--- src/hw/rtl/pointer_position_tracker_defines.svh ---
// Assertion macros shared by the pointer position tracker RTL.
// Expects clk and arst_n in the scope of every use.
`ifndef POINTER_POSITION_TRACKER_DEFINES_SVH
`define POINTER_POSITION_TRACKER_DEFINES_SVH

// property holds at every edge outside reset
`define PPT_ASSERT(label, prop, msg) \
	label: assert property (@(posedge clk) disable iff (!arst_n) (prop)) else $error(msg);

// consequent holds in the cycle after the antecedent
`define PPT_ASSERT_NEXT(label, ante, cons, msg) \
	label: assert property (@(posedge clk) disable iff (!arst_n) (ante) |=> (cons)) else $error(msg);

`endif

--- src/hw/rtl/ppt_pkg.sv ---
// Pointer position tracker package: codes, item and result types, clamp helpers.
// No dependencies; used by every module of the tracker.
`default_nettype none

package ppt_pkg;

	localparam int QUEUE_DEPTH = 2;

	localparam logic [12:0] RST_SCREEN_WIDTH  = 13'd640;
	localparam logic [12:0] RST_SCREEN_HEIGHT = 13'd480;
	localparam logic [12:0] SCREEN_LIMIT      = 13'd4096;

	typedef enum logic [1:0] {
		CMD_MOTION = 2'd0,
		CMD_BUTTON = 2'd1,
		CMD_READ   = 2'd2,
		CMD_UNUSED = 2'd3
	} cmd_t;

	typedef enum logic [1:0] {
		ACT_RELEASE = 2'd0,
		ACT_PRESS   = 2'd1
	} act_t;

	typedef enum logic [1:0] {
		EV_NONE   = 2'd0,
		EV_MOTION = 2'd1,
		EV_DOWN   = 2'd2,
		EV_UP     = 2'd3
	} ev_t;

	typedef enum logic [2:0] {
		REG_SCREEN_WIDTH   = 3'd0,
		REG_SCREEN_HEIGHT  = 3'd1,
		REG_OFFSET_X       = 3'd2,
		REG_OFFSET_Y       = 3'd3,
		REG_SURFACE        = 3'd4,
		REG_MOTION_ENABLE  = 3'd5,
		REG_PRESS_ENABLE   = 3'd6,
		REG_RELEASE_ENABLE = 3'd7
	} reg_idx_t;

	typedef enum logic [2:0] {
		OP_NONE,
		OP_MOTION,
		OP_PRESS,
		OP_RELEASE,
		OP_READ
	} op_t;

	typedef struct packed {
		logic [12:0] screen_width;
		logic [12:0] screen_height;
		logic [11:0] offset_x;
		logic [11:0] offset_y;
		logic        surface_present;
		logic        motion_enable;
		logic        press_enable;
		logic        release_enable;
	} cfg_t;

	typedef struct packed {
		op_t         op;
		logic        relative;
		logic [15:0] dx;
		logic [15:0] dy;
		logic [11:0] abs_x;
		logic [11:0] abs_y;
		logic        use_x;
		logic        use_y;
		logic [7:0]  buttons;
		logic [7:0]  bit_mask;
		logic        posted;
	} item_t;

	typedef struct packed {
		logic        posted;
		ev_t         event_kind;
		logic [11:0] event_x;
		logic [11:0] event_y;
		logic [15:0] step_rel_x;
		logic [15:0] step_rel_y;
		logic [11:0] cur_x;
		logic [11:0] cur_y;
		logic [7:0]  cur_buttons;
		logic [15:0] sum_dx;
		logic [15:0] sum_dy;
	} result_t;

	// largest coordinate for a screen size; 0 acts as 1, above 4096 as 4096
	function automatic logic [11:0] lim_max(input logic [12:0] lim);
		logic [12:0] m;
		m = lim - 13'd1;
		if (lim == 13'd0)
			return 12'd0;
		if (lim > SCREEN_LIMIT)
			return 12'hfff;
		return m[11:0];
	endfunction

	function automatic logic [11:0] clamp_axis(input logic [15:0] v, input logic [11:0] mx);
		if (v[15])
			return 12'd0;
		if (v[14:0] > {3'd0, mx})
			return mx;
		return v[11:0];
	endfunction

endpackage

`default_nettype wire

--- src/hw/rtl/ppt_front.sv ---
// Front end: takes input beats, decodes the command and prepares the
// state-independent parts (absolute clamp, button bit, post enable). Uses ppt_pkg.
`default_nettype none

module ppt_front (
	input  wire logic               in_valid,
	output logic                    in_stall,
	input  wire logic [1:0]         cmd,
	input  wire logic               relative,
	input  wire logic [15:0]        pos_x,
	input  wire logic [15:0]        pos_y,
	input  wire logic [7:0]         motion_buttons,
	input  wire logic [1:0]         button_action,
	input  wire logic [3:0]         button_number,
	input  wire ppt_pkg::cfg_t      cfg,
	input  wire logic               q_full,
	output logic                    push,
	output ppt_pkg::item_t          push_item
);

	logic [15:0] off_x;
	logic [15:0] off_y;
	logic [11:0] abs_x;
	logic [11:0] abs_y;
	logic        move;
	logic        bn_ok;

	assign in_stall = q_full;
	assign push     = in_valid && !q_full;

	assign off_x = pos_x - {4'd0, cfg.offset_x};
	assign off_y = pos_y - {4'd0, cfg.offset_y};
	assign abs_x = ppt_pkg::clamp_axis(off_x, ppt_pkg::lim_max(cfg.screen_width));
	assign abs_y = ppt_pkg::clamp_axis(off_y, ppt_pkg::lim_max(cfg.screen_height));
	assign move  = (pos_x != 16'd0) || (pos_y != 16'd0);
	assign bn_ok = (button_number >= 4'd1) && (button_number <= 4'd8);

	always_comb begin
		push_item          = '0;
		push_item.op       = ppt_pkg::OP_NONE;
		push_item.relative = relative;
		push_item.dx       = pos_x;
		push_item.dy       = pos_y;
		push_item.abs_x    = abs_x;
		push_item.abs_y    = abs_y;
		push_item.use_x    = move && (abs_x != 12'd0);
		push_item.use_y    = move && (abs_y != 12'd0);
		push_item.buttons  = motion_buttons;
		push_item.bit_mask = bn_ok ? (8'd1 << (button_number[2:0] - 3'd1)) : 8'd0;
		push_item.posted   = 1'b0;
		unique case (cmd)
			ppt_pkg::CMD_MOTION: begin
				if (cfg.surface_present) begin
					push_item.op     = ppt_pkg::OP_MOTION;
					push_item.posted = cfg.motion_enable;
				end
			end
			ppt_pkg::CMD_BUTTON: begin
				if (button_action == ppt_pkg::ACT_PRESS) begin
					push_item.op     = ppt_pkg::OP_PRESS;
					push_item.posted = cfg.press_enable;
				end else if (button_action == ppt_pkg::ACT_RELEASE) begin
					push_item.op     = ppt_pkg::OP_RELEASE;
					push_item.posted = cfg.release_enable;
				end
			end
			ppt_pkg::CMD_READ: begin
				push_item.op = ppt_pkg::OP_READ;
			end
			default: begin
				push_item.op = ppt_pkg::OP_NONE;
			end
		endcase
	end

endmodule

`default_nettype wire

--- src/hw/rtl/ppt_queue.sv ---
// Short FIFO of decoded items between front and back end.
// Uses ppt_pkg item type and the assertion macros header.
`default_nettype none
`include "pointer_position_tracker_defines.svh"

module ppt_queue #(
	parameter int DEPTH = ppt_pkg::QUEUE_DEPTH
) (
	input  wire logic           clk,
	input  wire logic           arst_n,
	input  wire logic           push,
	input  wire ppt_pkg::item_t push_item,
	output logic                full,
	output logic                q_valid,
	output ppt_pkg::item_t      head,
	input  wire logic           pop
);

	localparam int PW = (DEPTH > 1) ? $clog2(DEPTH) : 1;
	localparam int CW = $clog2(DEPTH + 1);

	ppt_pkg::item_t mem_q [DEPTH];
	logic [PW-1:0]  wr_ptr_q;
	logic [PW-1:0]  rd_ptr_q;
	logic [CW-1:0]  count_q;

	assign full    = (count_q == CW'(DEPTH));
	assign q_valid = (count_q != '0);
	assign head    = mem_q[rd_ptr_q];

	always_ff @(posedge clk) begin
		if (push)
			mem_q[wr_ptr_q] <= push_item;
	end

	always_ff @(posedge clk or negedge arst_n) begin
		if (!arst_n) begin
			wr_ptr_q <= '0;
			rd_ptr_q <= '0;
			count_q  <= '0;
		end else begin
			if (push)
				wr_ptr_q <= (wr_ptr_q == PW'(DEPTH - 1)) ? '0 : wr_ptr_q + 1'b1;
			if (pop)
				rd_ptr_q <= (rd_ptr_q == PW'(DEPTH - 1)) ? '0 : rd_ptr_q + 1'b1;
			if (push && !pop)
				count_q <= count_q + 1'b1;
			else if (pop && !push)
				count_q <= count_q - 1'b1;
		end
	end

	`PPT_ASSERT(a_count_bound, count_q <= CW'(DEPTH), "queue count above depth")
	`PPT_ASSERT(a_pop_nonempty, !pop || q_valid, "pop from empty queue")
	`PPT_ASSERT_NEXT(a_push_grows, push && !pop, count_q == $past(count_q) + 1'b1, "push lost")

endmodule

`default_nettype wire

--- src/hw/rtl/ppt_back.sv ---
// Back end: applies decoded items to pointer, button and delta state and
// holds the result register. Uses ppt_pkg and the assertion macros header.
`default_nettype none
`include "pointer_position_tracker_defines.svh"

module ppt_back (
	input  wire logic            clk,
	input  wire logic            arst_n,
	input  wire ppt_pkg::cfg_t   cfg,
	input  wire logic            q_valid,
	input  wire ppt_pkg::item_t  head,
	output logic                 pop,
	output logic                 out_valid,
	input  wire logic            out_stall,
	output ppt_pkg::result_t     res
);

	logic [11:0] pointer_x_q;
	logic [11:0] pointer_y_q;
	logic [15:0] sum_x_q;
	logic [15:0] sum_y_q;
	logic [7:0]  mask_q;
	logic        out_valid_q;
	ppt_pkg::result_t res_q;

	logic [15:0] rel_x;
	logic [15:0] rel_y;
	logic [11:0] mot_x;
	logic [11:0] mot_y;
	logic [15:0] rx;
	logic [15:0] ry;
	logic [11:0] bx;
	logic [11:0] by;
	logic [11:0] nx_px;
	logic [11:0] nx_py;
	logic [15:0] nx_sx;
	logic [15:0] nx_sy;
	logic [7:0]  nx_mask;
	logic        clear;
	ppt_pkg::result_t nx_res;

	assign pop       = q_valid && (!out_valid_q || !out_stall);
	assign out_valid = out_valid_q;
	assign res       = res_q;

	assign rel_x = {4'd0, pointer_x_q} + head.dx;
	assign rel_y = {4'd0, pointer_y_q} + head.dy;
	assign mot_x = head.relative ?
		ppt_pkg::clamp_axis(rel_x, ppt_pkg::lim_max(cfg.screen_width)) : head.abs_x;
	assign mot_y = head.relative ?
		ppt_pkg::clamp_axis(rel_y, ppt_pkg::lim_max(cfg.screen_height)) : head.abs_y;
	assign rx = head.relative ? head.dx : ({4'd0, mot_x} - {4'd0, pointer_x_q});
	assign ry = head.relative ? head.dy : ({4'd0, mot_y} - {4'd0, pointer_y_q});
	assign bx = head.use_x ? head.abs_x : pointer_x_q;
	assign by = head.use_y ? head.abs_y : pointer_y_q;

	always_comb begin
		nx_px   = pointer_x_q;
		nx_py   = pointer_y_q;
		nx_sx   = sum_x_q;
		nx_sy   = sum_y_q;
		nx_mask = mask_q;
		clear   = 1'b0;
		nx_res  = '0;
		nx_res.event_kind = ppt_pkg::EV_NONE;
		unique case (head.op)
			ppt_pkg::OP_MOTION: begin
				nx_px   = mot_x;
				nx_py   = mot_y;
				nx_sx   = sum_x_q + rx;
				nx_sy   = sum_y_q + ry;
				nx_mask = (head.buttons != 8'd0) ? head.buttons : mask_q;
				nx_res.posted     = head.posted;
				nx_res.event_kind = ppt_pkg::EV_MOTION;
				nx_res.event_x    = mot_x;
				nx_res.event_y    = mot_y;
				nx_res.step_rel_x = rx;
				nx_res.step_rel_y = ry;
			end
			ppt_pkg::OP_PRESS: begin
				nx_px   = bx;
				nx_py   = by;
				nx_mask = mask_q | head.bit_mask;
				nx_res.posted     = head.posted;
				nx_res.event_kind = ppt_pkg::EV_DOWN;
				nx_res.event_x    = bx;
				nx_res.event_y    = by;
			end
			ppt_pkg::OP_RELEASE: begin
				nx_px   = bx;
				nx_py   = by;
				nx_mask = mask_q & ~head.bit_mask;
				nx_res.posted     = head.posted;
				nx_res.event_kind = ppt_pkg::EV_UP;
				nx_res.event_x    = bx;
				nx_res.event_y    = by;
			end
			ppt_pkg::OP_READ: begin
				clear = 1'b1;
			end
			default: begin
				clear = 1'b0;
			end
		endcase
		nx_res.cur_x       = nx_px;
		nx_res.cur_y       = nx_py;
		nx_res.cur_buttons = nx_mask;
		nx_res.sum_dx      = nx_sx;
		nx_res.sum_dy      = nx_sy;
	end

	always_ff @(posedge clk) begin
		if (pop)
			res_q <= nx_res;
	end

	always_ff @(posedge clk or negedge arst_n) begin
		if (!arst_n) begin
			pointer_x_q <= '0;
			pointer_y_q <= '0;
			sum_x_q     <= '0;
			sum_y_q     <= '0;
			mask_q      <= '0;
			out_valid_q <= 1'b0;
		end else begin
			out_valid_q <= pop || (out_valid_q && out_stall);
			if (pop) begin
				pointer_x_q <= nx_px;
				pointer_y_q <= nx_py;
				mask_q      <= nx_mask;
				sum_x_q     <= clear ? 16'd0 : nx_sx;
				sum_y_q     <= clear ? 16'd0 : nx_sy;
			end
		end
	end

	`PPT_ASSERT_NEXT(a_read_clears, pop && head.op == ppt_pkg::OP_READ,
		sum_x_q == 16'd0 && sum_y_q == 16'd0, "delta sums not cleared on read")
	`PPT_ASSERT_NEXT(a_cur_matches, pop,
		res_q.cur_x == pointer_x_q && res_q.cur_y == pointer_y_q && res_q.cur_buttons == mask_q,
		"reported state differs from stored state")
	`PPT_ASSERT(a_valid_from_pop, !$rose(out_valid_q) || $past(pop), "result without item")

endmodule

`default_nettype wire

--- src/hw/rtl/pointer_position_tracker.sv ---
// Pointer position tracker top level: configuration registers, front end,
// item queue and back end. Uses ppt_pkg, ppt_front, ppt_queue, ppt_back.
//
//   channel   direction  handshake              payload
//   in        sink       in_valid / in_stall    cmd .. button_number
//   out       source     out_valid / out_stall  posted .. sum_dy
//   cfg       sink       cfg_valid / cfg_ready  cfg_index, cfg_data
//
// One item per cycle sustained while out_stall is low; an accepted item passes
// the queue register, then the result register in the back end.
// The back end updates state from combinational relative add, clamp and mask logic.
// A stalled result holds; the queue of QUEUE_DEPTH items absorbs stalls before
// in_stall rises. cfg_ready is always high. Reset clears state, config to defaults.
`default_nettype none

module pointer_position_tracker #(
	parameter int QUEUE_DEPTH = ppt_pkg::QUEUE_DEPTH
) (
	input  wire logic               clk,
	input  wire logic               arst_n,
	input  wire logic               in_valid,
	output logic                    in_stall,
	input  wire logic [1:0]         cmd,
	input  wire logic               relative,
	input  wire logic signed [15:0] pos_x,
	input  wire logic signed [15:0] pos_y,
	input  wire logic [7:0]         motion_buttons,
	input  wire logic [1:0]         button_action,
	input  wire logic [3:0]         button_number,
	output logic                    out_valid,
	input  wire logic               out_stall,
	output logic                    posted,
	output logic [1:0]              event_kind,
	output logic [11:0]             event_x,
	output logic [11:0]             event_y,
	output logic signed [15:0]      step_rel_x,
	output logic signed [15:0]      step_rel_y,
	output logic [11:0]             cur_x,
	output logic [11:0]             cur_y,
	output logic [7:0]              cur_buttons,
	output logic signed [15:0]      sum_dx,
	output logic signed [15:0]      sum_dy,
	input  wire logic               cfg_valid,
	output logic                    cfg_ready,
	input  wire logic [2:0]         cfg_index,
	input  wire logic [12:0]        cfg_data
);

	ppt_pkg::cfg_t    cfg_q;
	ppt_pkg::item_t   push_item;
	ppt_pkg::item_t   head;
	ppt_pkg::result_t res;
	logic             push;
	logic             q_full;
	logic             q_valid;
	logic             pop;

	assign cfg_ready = 1'b1;

	always_ff @(posedge clk or negedge arst_n) begin
		if (!arst_n) begin
			cfg_q.screen_width    <= ppt_pkg::RST_SCREEN_WIDTH;
			cfg_q.screen_height   <= ppt_pkg::RST_SCREEN_HEIGHT;
			cfg_q.offset_x        <= '0;
			cfg_q.offset_y        <= '0;
			cfg_q.surface_present <= 1'b1;
			cfg_q.motion_enable   <= 1'b1;
			cfg_q.press_enable    <= 1'b1;
			cfg_q.release_enable  <= 1'b1;
		end else if (cfg_valid && cfg_ready) begin
			unique case (cfg_index)
				ppt_pkg::REG_SCREEN_WIDTH:   cfg_q.screen_width    <= cfg_data;
				ppt_pkg::REG_SCREEN_HEIGHT:  cfg_q.screen_height   <= cfg_data;
				ppt_pkg::REG_OFFSET_X:       cfg_q.offset_x        <= cfg_data[11:0];
				ppt_pkg::REG_OFFSET_Y:       cfg_q.offset_y        <= cfg_data[11:0];
				ppt_pkg::REG_SURFACE:        cfg_q.surface_present <= cfg_data[0];
				ppt_pkg::REG_MOTION_ENABLE:  cfg_q.motion_enable   <= cfg_data[0];
				ppt_pkg::REG_PRESS_ENABLE:   cfg_q.press_enable    <= cfg_data[0];
				ppt_pkg::REG_RELEASE_ENABLE: cfg_q.release_enable  <= cfg_data[0];
				default: begin
				end
			endcase
		end
	end

	ppt_front u_front (
		.in_valid       (in_valid),
		.in_stall       (in_stall),
		.cmd            (cmd),
		.relative       (relative),
		.pos_x          (pos_x),
		.pos_y          (pos_y),
		.motion_buttons (motion_buttons),
		.button_action  (button_action),
		.button_number  (button_number),
		.cfg            (cfg_q),
		.q_full         (q_full),
		.push           (push),
		.push_item      (push_item)
	);

	ppt_queue #(
		.DEPTH (QUEUE_DEPTH)
	) u_queue (
		.clk       (clk),
		.arst_n    (arst_n),
		.push      (push),
		.push_item (push_item),
		.full      (q_full),
		.q_valid   (q_valid),
		.head      (head),
		.pop       (pop)
	);

	ppt_back u_back (
		.clk       (clk),
		.arst_n    (arst_n),
		.cfg       (cfg_q),
		.q_valid   (q_valid),
		.head      (head),
		.pop       (pop),
		.out_valid (out_valid),
		.out_stall (out_stall),
		.res       (res)
	);

	assign posted      = res.posted;
	assign event_kind  = res.event_kind;
	assign event_x     = res.event_x;
	assign event_y     = res.event_y;
	assign step_rel_x  = res.step_rel_x;
	assign step_rel_y  = res.step_rel_y;
	assign cur_x       = res.cur_x;
	assign cur_y       = res.cur_y;
	assign cur_buttons = res.cur_buttons;
	assign sum_dx      = res.sum_dx;
	assign sum_dy      = res.sum_dy;

endmodule

`default_nettype wire
--- config.mk ---
export PLATFORM = sky130hd
export DESIGN_NAME = pointer_position_tracker
export DESIGN_NICKNAME = d
export VERILOG_FILES = /design/src/hw/rtl/ppt_pkg.sv /design/src/hw/rtl/ppt_front.sv /design/src/hw/rtl/ppt_queue.sv /design/src/hw/rtl/ppt_back.sv /design/src/hw/rtl/pointer_position_tracker.sv
export VERILOG_INCLUDE_DIRS = /design/src /design/src/hw/rtl
export SDC_FILE = /design/constraint.sdc
export NUM_CORES = 1
export LEC_CHECK = 0
export ABC_AREA = 1
export BUFFER_PORTS_ARGS = -buffer_cell sky130_fd_sc_hd__buf_2
export CAP_MARGIN = 5
export CORE_ASPECT_RATIO = 1.75
export CORE_MARGIN = 8
export CORE_UTILIZATION = 65
export CTS_CLUSTER_SIZE = 24
export DETAILED_ROUTE_END_ITERATION = 8
export PLACE_DENSITY = 0.84
export SLEW_MARGIN = 15
export SYNTH_ARGS = -nofsm -noshare
export SYNTH_HDL_FRONTEND = slang
export SYNTH_SLANG_ARGS = --single-unit
export TNS_END_PERCENT = 30
--- constraint.sdc ---
create_clock -name clk -period 14.75 [get_ports clk]
set_input_delay 2.95 -clock clk [delete_from_list [all_inputs] [get_ports clk]]
set_output_delay 2.95 -clock clk [all_outputs]
set_load 0.1 [all_outputs]
# After elaboration in Yosys (flattened, before gate mapping)

Memory sizes are Yosys's and may differ from the RTL's.
Index checks and enable logic that the tools add are counted.

Bits in registers: 246
Memory bits (writable): 158
Input bits: 70
Memories: 1

Add/subtract/negate cells: 15
Magnitude comparators: 8
Eq/ne operators: 15
Shift operators: 1
Muxes and demuxes: 73
Bitwise logic cells: 3
Reductions and logical operators: 37

Memory list:

| name          | depth | width | rd ports | clocked after Yosys merged registers in | write ports | line            | text |
|---|---|---|---|---|---|---|---|
| u_queue.mem_q | 2     | 79    | 1        | 0                                       | 1           | ppt_queue.sv:22 | `ppt_pkg::item_t mem_q [DEPTH];` |

Operators by type and width:

| kind                  | count |
|---|---|
| $mux 12               | 28 |
| $mux 16               | 6 |
| $pmux 27 s3           | 1 |
| $gt 15x12->1          | 4 |
| $pmux 12 s2           | 2 |
| $add 12x16->16        | 2 |
| $add 16x16->16        | 2 |
| $reduce_bool 16->1    | 2 |
| $sub 16x12->16        | 2 |
| $mux 1                | 27 |
| $gt 13x13->1 const B  | 2 |
| $logic_not 13->1      | 2 |
| $sub 12x12->13        | 2 |
| $pmux 8 s3            | 1 |
| $reduce_bool 12->1    | 2 |
| $sub 12x1->12 const B | 2 |
| $mux 8                | 2 |
| $reduce_and 2->1      | 8 |
| $eq 3x3->1 const B    | 5 |
| $eq 3x2->1 const B    | 4 |
| $pmux 3 s3            | 1 |
| $and 8x8->8           | 1 |
| $logic_and 1x1->1     | 8 |
| $not 8->8             | 1 |
| other kinds (21)      | 35 |

# Logic depth before layout (Yosys ltp)

Depth after elaboration: 16
Mapped depth: 58

# Hierarchy

Synthesis repeated with hierarchy kept, for this count alone.

Cells, all modules: 3,078
Area, all modules: 26,495.4 µm²

By module, submodules not included:

| module                   | times used | cells each | area each (µm²) | sequential area each (µm²) |
|---|---|---|---|---|
| ppt_back                 | 1          | 1,826      | 13,992.2        | 5,320.1 |
| ppt_queue                | 1          | 271        | 6,308.6         | 4,844.6 |
| ppt_front                | 1          | 729        | 3,930.0         | 0.0 |
| pointer_position_tracker | 1          | 252        | 2,264.7         | 1,363.8 |

# Worst setup path before layout

No wires, ideal clock.

Path kind: reg2reg
From: register u_queue.rd_ptr_q
To: register u_back.res_q, in the netlist u_back.res[13] (data pin)
Data arrival time: 6,891 ps
Setup slack: 7,605 ps
Stages on the path, launching flop included: 52
Path buffers: 4
Clock period less this slack: 7,145 ps
Cell sequence: dfrtp_1 inv_2 clkbuf_1 clkbuf_1 buf_1 nand2_1 nand2_1 ha_1 fa_1 nand2_1 a21oi_1 nand2_1 nand2_1 nand3_1 nand2_1 xnor2_1 inv_1 ha_1 (+16 left out) nand2_1 inv_1 nor2_1 nor2_1 o21bai_1 o21ai_0 nand2_1 ha_1 nand2_1 nor3_1 nand2_1 nand2_1 nand2_1 a31oi_1 a21oi_1 o211ai_1 nand3_1 and2_1

RTL lines:

| element                | line            | text |
|---|---|---|
| start, declared        | ppt_queue.sv:24 | `logic [PW-1:0] rd_ptr_q;` |
| start signal, assigned | ppt_queue.sv:45 | `rd_ptr_q <= (rd_ptr_q == PW'(DEPTH - 1)) ? '0 : rd_ptr_q + 1'b1;` |
| end signal, assigned   | ppt_back.sv:114 | `res_q <= nx_res;` |
| end, declared          | ppt_back.sv:24  | `ppt_pkg::result_t res_q;` |

==> results.cfg <==
[logic_synthesis]
synthArstFlopShare = 0.304
ys_top_cells_by_area = edfxtp_1 34%, nand2_1 14%, dfrtp_1 11%
synth_edf_count = 281
synthFlopType = edfxtp_1
syn_inst = 3021
synthTopCellsByCount = 921 x nand2_1, 400 x inv_1, 281 x edfxtp_1, 227 x o21ai_0, 173 x nand3_1
synth_warnings = 0
synth.top_cell.area_share = 0.340
syn_area_per_cell_sq_um = 8.22
post-synth-top-count-cell = nand2_1
synth_top_area_cell = edfxtp_1
syn_nets = 3257
synth_cell_types = 49
syn-cell-area_sq_um = 24800
yosysSeqAreaShare = 0.464
synth_seq_cells = 404

[finish]
nFillCells = 2860
antennaDiodeCount = 0
multi_input_area_sq_um = 11400
syn2layout_area_growth_pct = 10.2
fin_nets = 3416
drive_gt1_frac = 0.112
regArea_sq_um = 11500

[routing]
wl_met3_um = 5730
routed_wl_um = 75000
via_count = 22000
detail-route-antenna-nets = 0
drc = 0
m1WireLength_um = 25900
top_layer_used = met4
vias_per_cell = 5.96
first_pass_iters = 8
wl_per_cell_um = 20.3
drt_iter0_drc = 2067
route.met2.wl_um = 37700

[worst_setup_path]
worstSetupPathType = flip-flop to flip-flop
worstPathArrival_ns = 8.96
crit_required_ns = 15.06
crit_path_max_incr_delay_ns = 0.70
crit_path_end_kind = flip-flop
cp_slowest_cell = buf_4
cpMostUsedCell = nand2_1
crit_fanout = 82
startpoint_type = flip-flop

[grt]
antenna_found_initial = 0
overflow = 0
grt_pass1_wl_um = 115000
grt_max_degree = 97
grt_pass1_vias = 22100
grt.total_usage = 0.330

[floorplan]
initial_utilization = 0.660
floorplan.rows = 94
coreArea_sq_um = 37600
dieArea_sq_um = 44900
ioPinCount = 196
fp.dieW_um = 164
die_h_um = 275

[timing]
fin_setup_tns_ns = 0
clock_skew_ns = 0.0259
fin_crit_ns = 8.66
setup-violations-final = 0
finalHoldViolations = 0
slew_headroom = 0.237
fin_crit_sh = 0.587
rsz0062_at_grt = no
slew_viol_final = 0
setup_slack_ns = 6.09
tightest_slew_ns = 1.15
fmax_ghz = 0.116

[place]
dp_slack_ns = 6.31
hpwl_um = 56900
io_buffer_count = 194
gp_congestion = 1.06

[worst_hold_path]
min_path_type = flip-flop to flip-flop

[clock_network]
clk_latency_ns = 0.56
clkTransAtPathRegs_ns = 0.07
cts_root_buf = clkbuf_16
cts_setup_buffers = 0
cts-buffers-inserted = 38
clock_path_buffers = 3
cts_tree = built
cts_resized = 0
cts_sinks = 404
hold_buffers = 0
htree_num_levels = 2

[run_status]
status = complete, no violations

[job]
drv_cap = 0
## worst max-delay path, delay by kind of cell (launching register included)
kind / cells / cell delay [ns]
adder cells (fa/ha/maj): 6 / 1.48
AND/OR/NAND/NOR: 28 / 3.26
AO/OA/AOI/OAI: 10 / 1.82
buffers and inverters: 5 / 0.98
flip-flops: 1 / 0.65
XOR/XNOR: 1 / 0.15
## layout make-up
type	instances	share of cell area
Clock buffer	52	0.0393
Clock inverter	17	0.00608
Inverter	405	0.0557
Multi-Input combinational cell	2125	0.417
Sequential cell	404	0.421
Tap cell	480	0.0219
Timing Repair Buffer	206	0.0389
## routing by layer
metal,GRT usage,vias up
met5,0,-
met4,0.230,0
met3,0.0523,328
met2,0.584,1150
met1,0.353,10200
li1,-,10300
## cell usage in the layout (no fill, tap or decap), types with 4 or more instances in the layout
cell type and n:
nor2_4 5, edfxtp_1 281, ha_1 158, dfrtp_1 112
nor2_1 145, nor4_1 13, nand3_1 173, buf_2 193
and2_1 6, buf_4 13, clkbuf_1 8, nand2_2 20
nand4_1 44, nand2_1 921, clkbuf_16 39, clkbuf_8 5
a21oi_1 165, fa_1 8, o21a_1 13, o21ai_2 5
clkinvlp_4 4, a31oi_1 8, nor3_1 30, or2_2 23
inv_1 399, o21bai_1 13, inv_2 5, o21ai_0 227
nand3b_1 11, dfstp_2 10, a21o_1 7, xor2_1 55
mux2i_1 11, nand3_2 22, xnor2_1 12
## state kept, by name (all words and copies together) (netlist names)
signal,cells
u_back.sum_x_q,16
u_back.pointer_y_q,12
u_back.mask_q,8
u_back.out_valid,1
u_back.pointer_x_q,12
u_back.sum_y_q,16
u_queue.mem_q,158
cfg_q,54
u_queue.wr_ptr_q,1
u_queue.count_q,2
u_queue.rd_ptr_q,1
u_back.res,123
## per-stage QoR
stage / instance area (sq um) / hold slack [ns] / std cells / utilization
finish: 27400 / 0.494 / 3689 / 0.727
floorplan: 24800 / 0.453 / 3021 / -
global placement: 26100 / 0.471 / 3620 / 0.694
detailed placement: 26100 / 0.480 / 3620 / 0.694
global route: 27400 / 0.523 / 3689 / 0.727
CTS: 27400 / 0.495 / 3689 / 0.727
## path summary, 6_finish.rpt
path	from	to	slack, ns	cells after the start
max in group asynchronous	arst_n	u_queue.rd_ptr_q	10.69	2
max	u_queue.rd_ptr_q	u_back.res[14]	6.09	50
min	cfg_q[7]	cfg_q[7]	0.49	2
max reg2reg	u_queue.rd_ptr_q	u_back.res[14]	6.09	50
min reg2reg	cfg_q[7]	cfg_q[7]	0.49	2
min in group asynchronous	arst_n	u_back.pointer_x_q[3]	2.50	1
## cell families (layout without fill, tap and decap cells)
family / after synthesis / in the layout / synth area share
multiplexers: 11 / 11 / 0.00444
buffers and inverters: 492 / 680 / 0.0778
AO/OA/AOI/OAI: 462 / 462 / 0.0998
adder cells (fa/ha/maj): 166 / 166 / 0.0861
AND/OR/NAND/NOR: 1418 / 1418 / 0.244
XOR/XNOR: 67 / 67 / 0.0236
flip-flops: 404 / 404 / 0.464
other: 1 / 1 / 0.000151
Power is not shown: default switching activity piles up to over one toggle a cycle in this logic, so the estimate is an artifact.
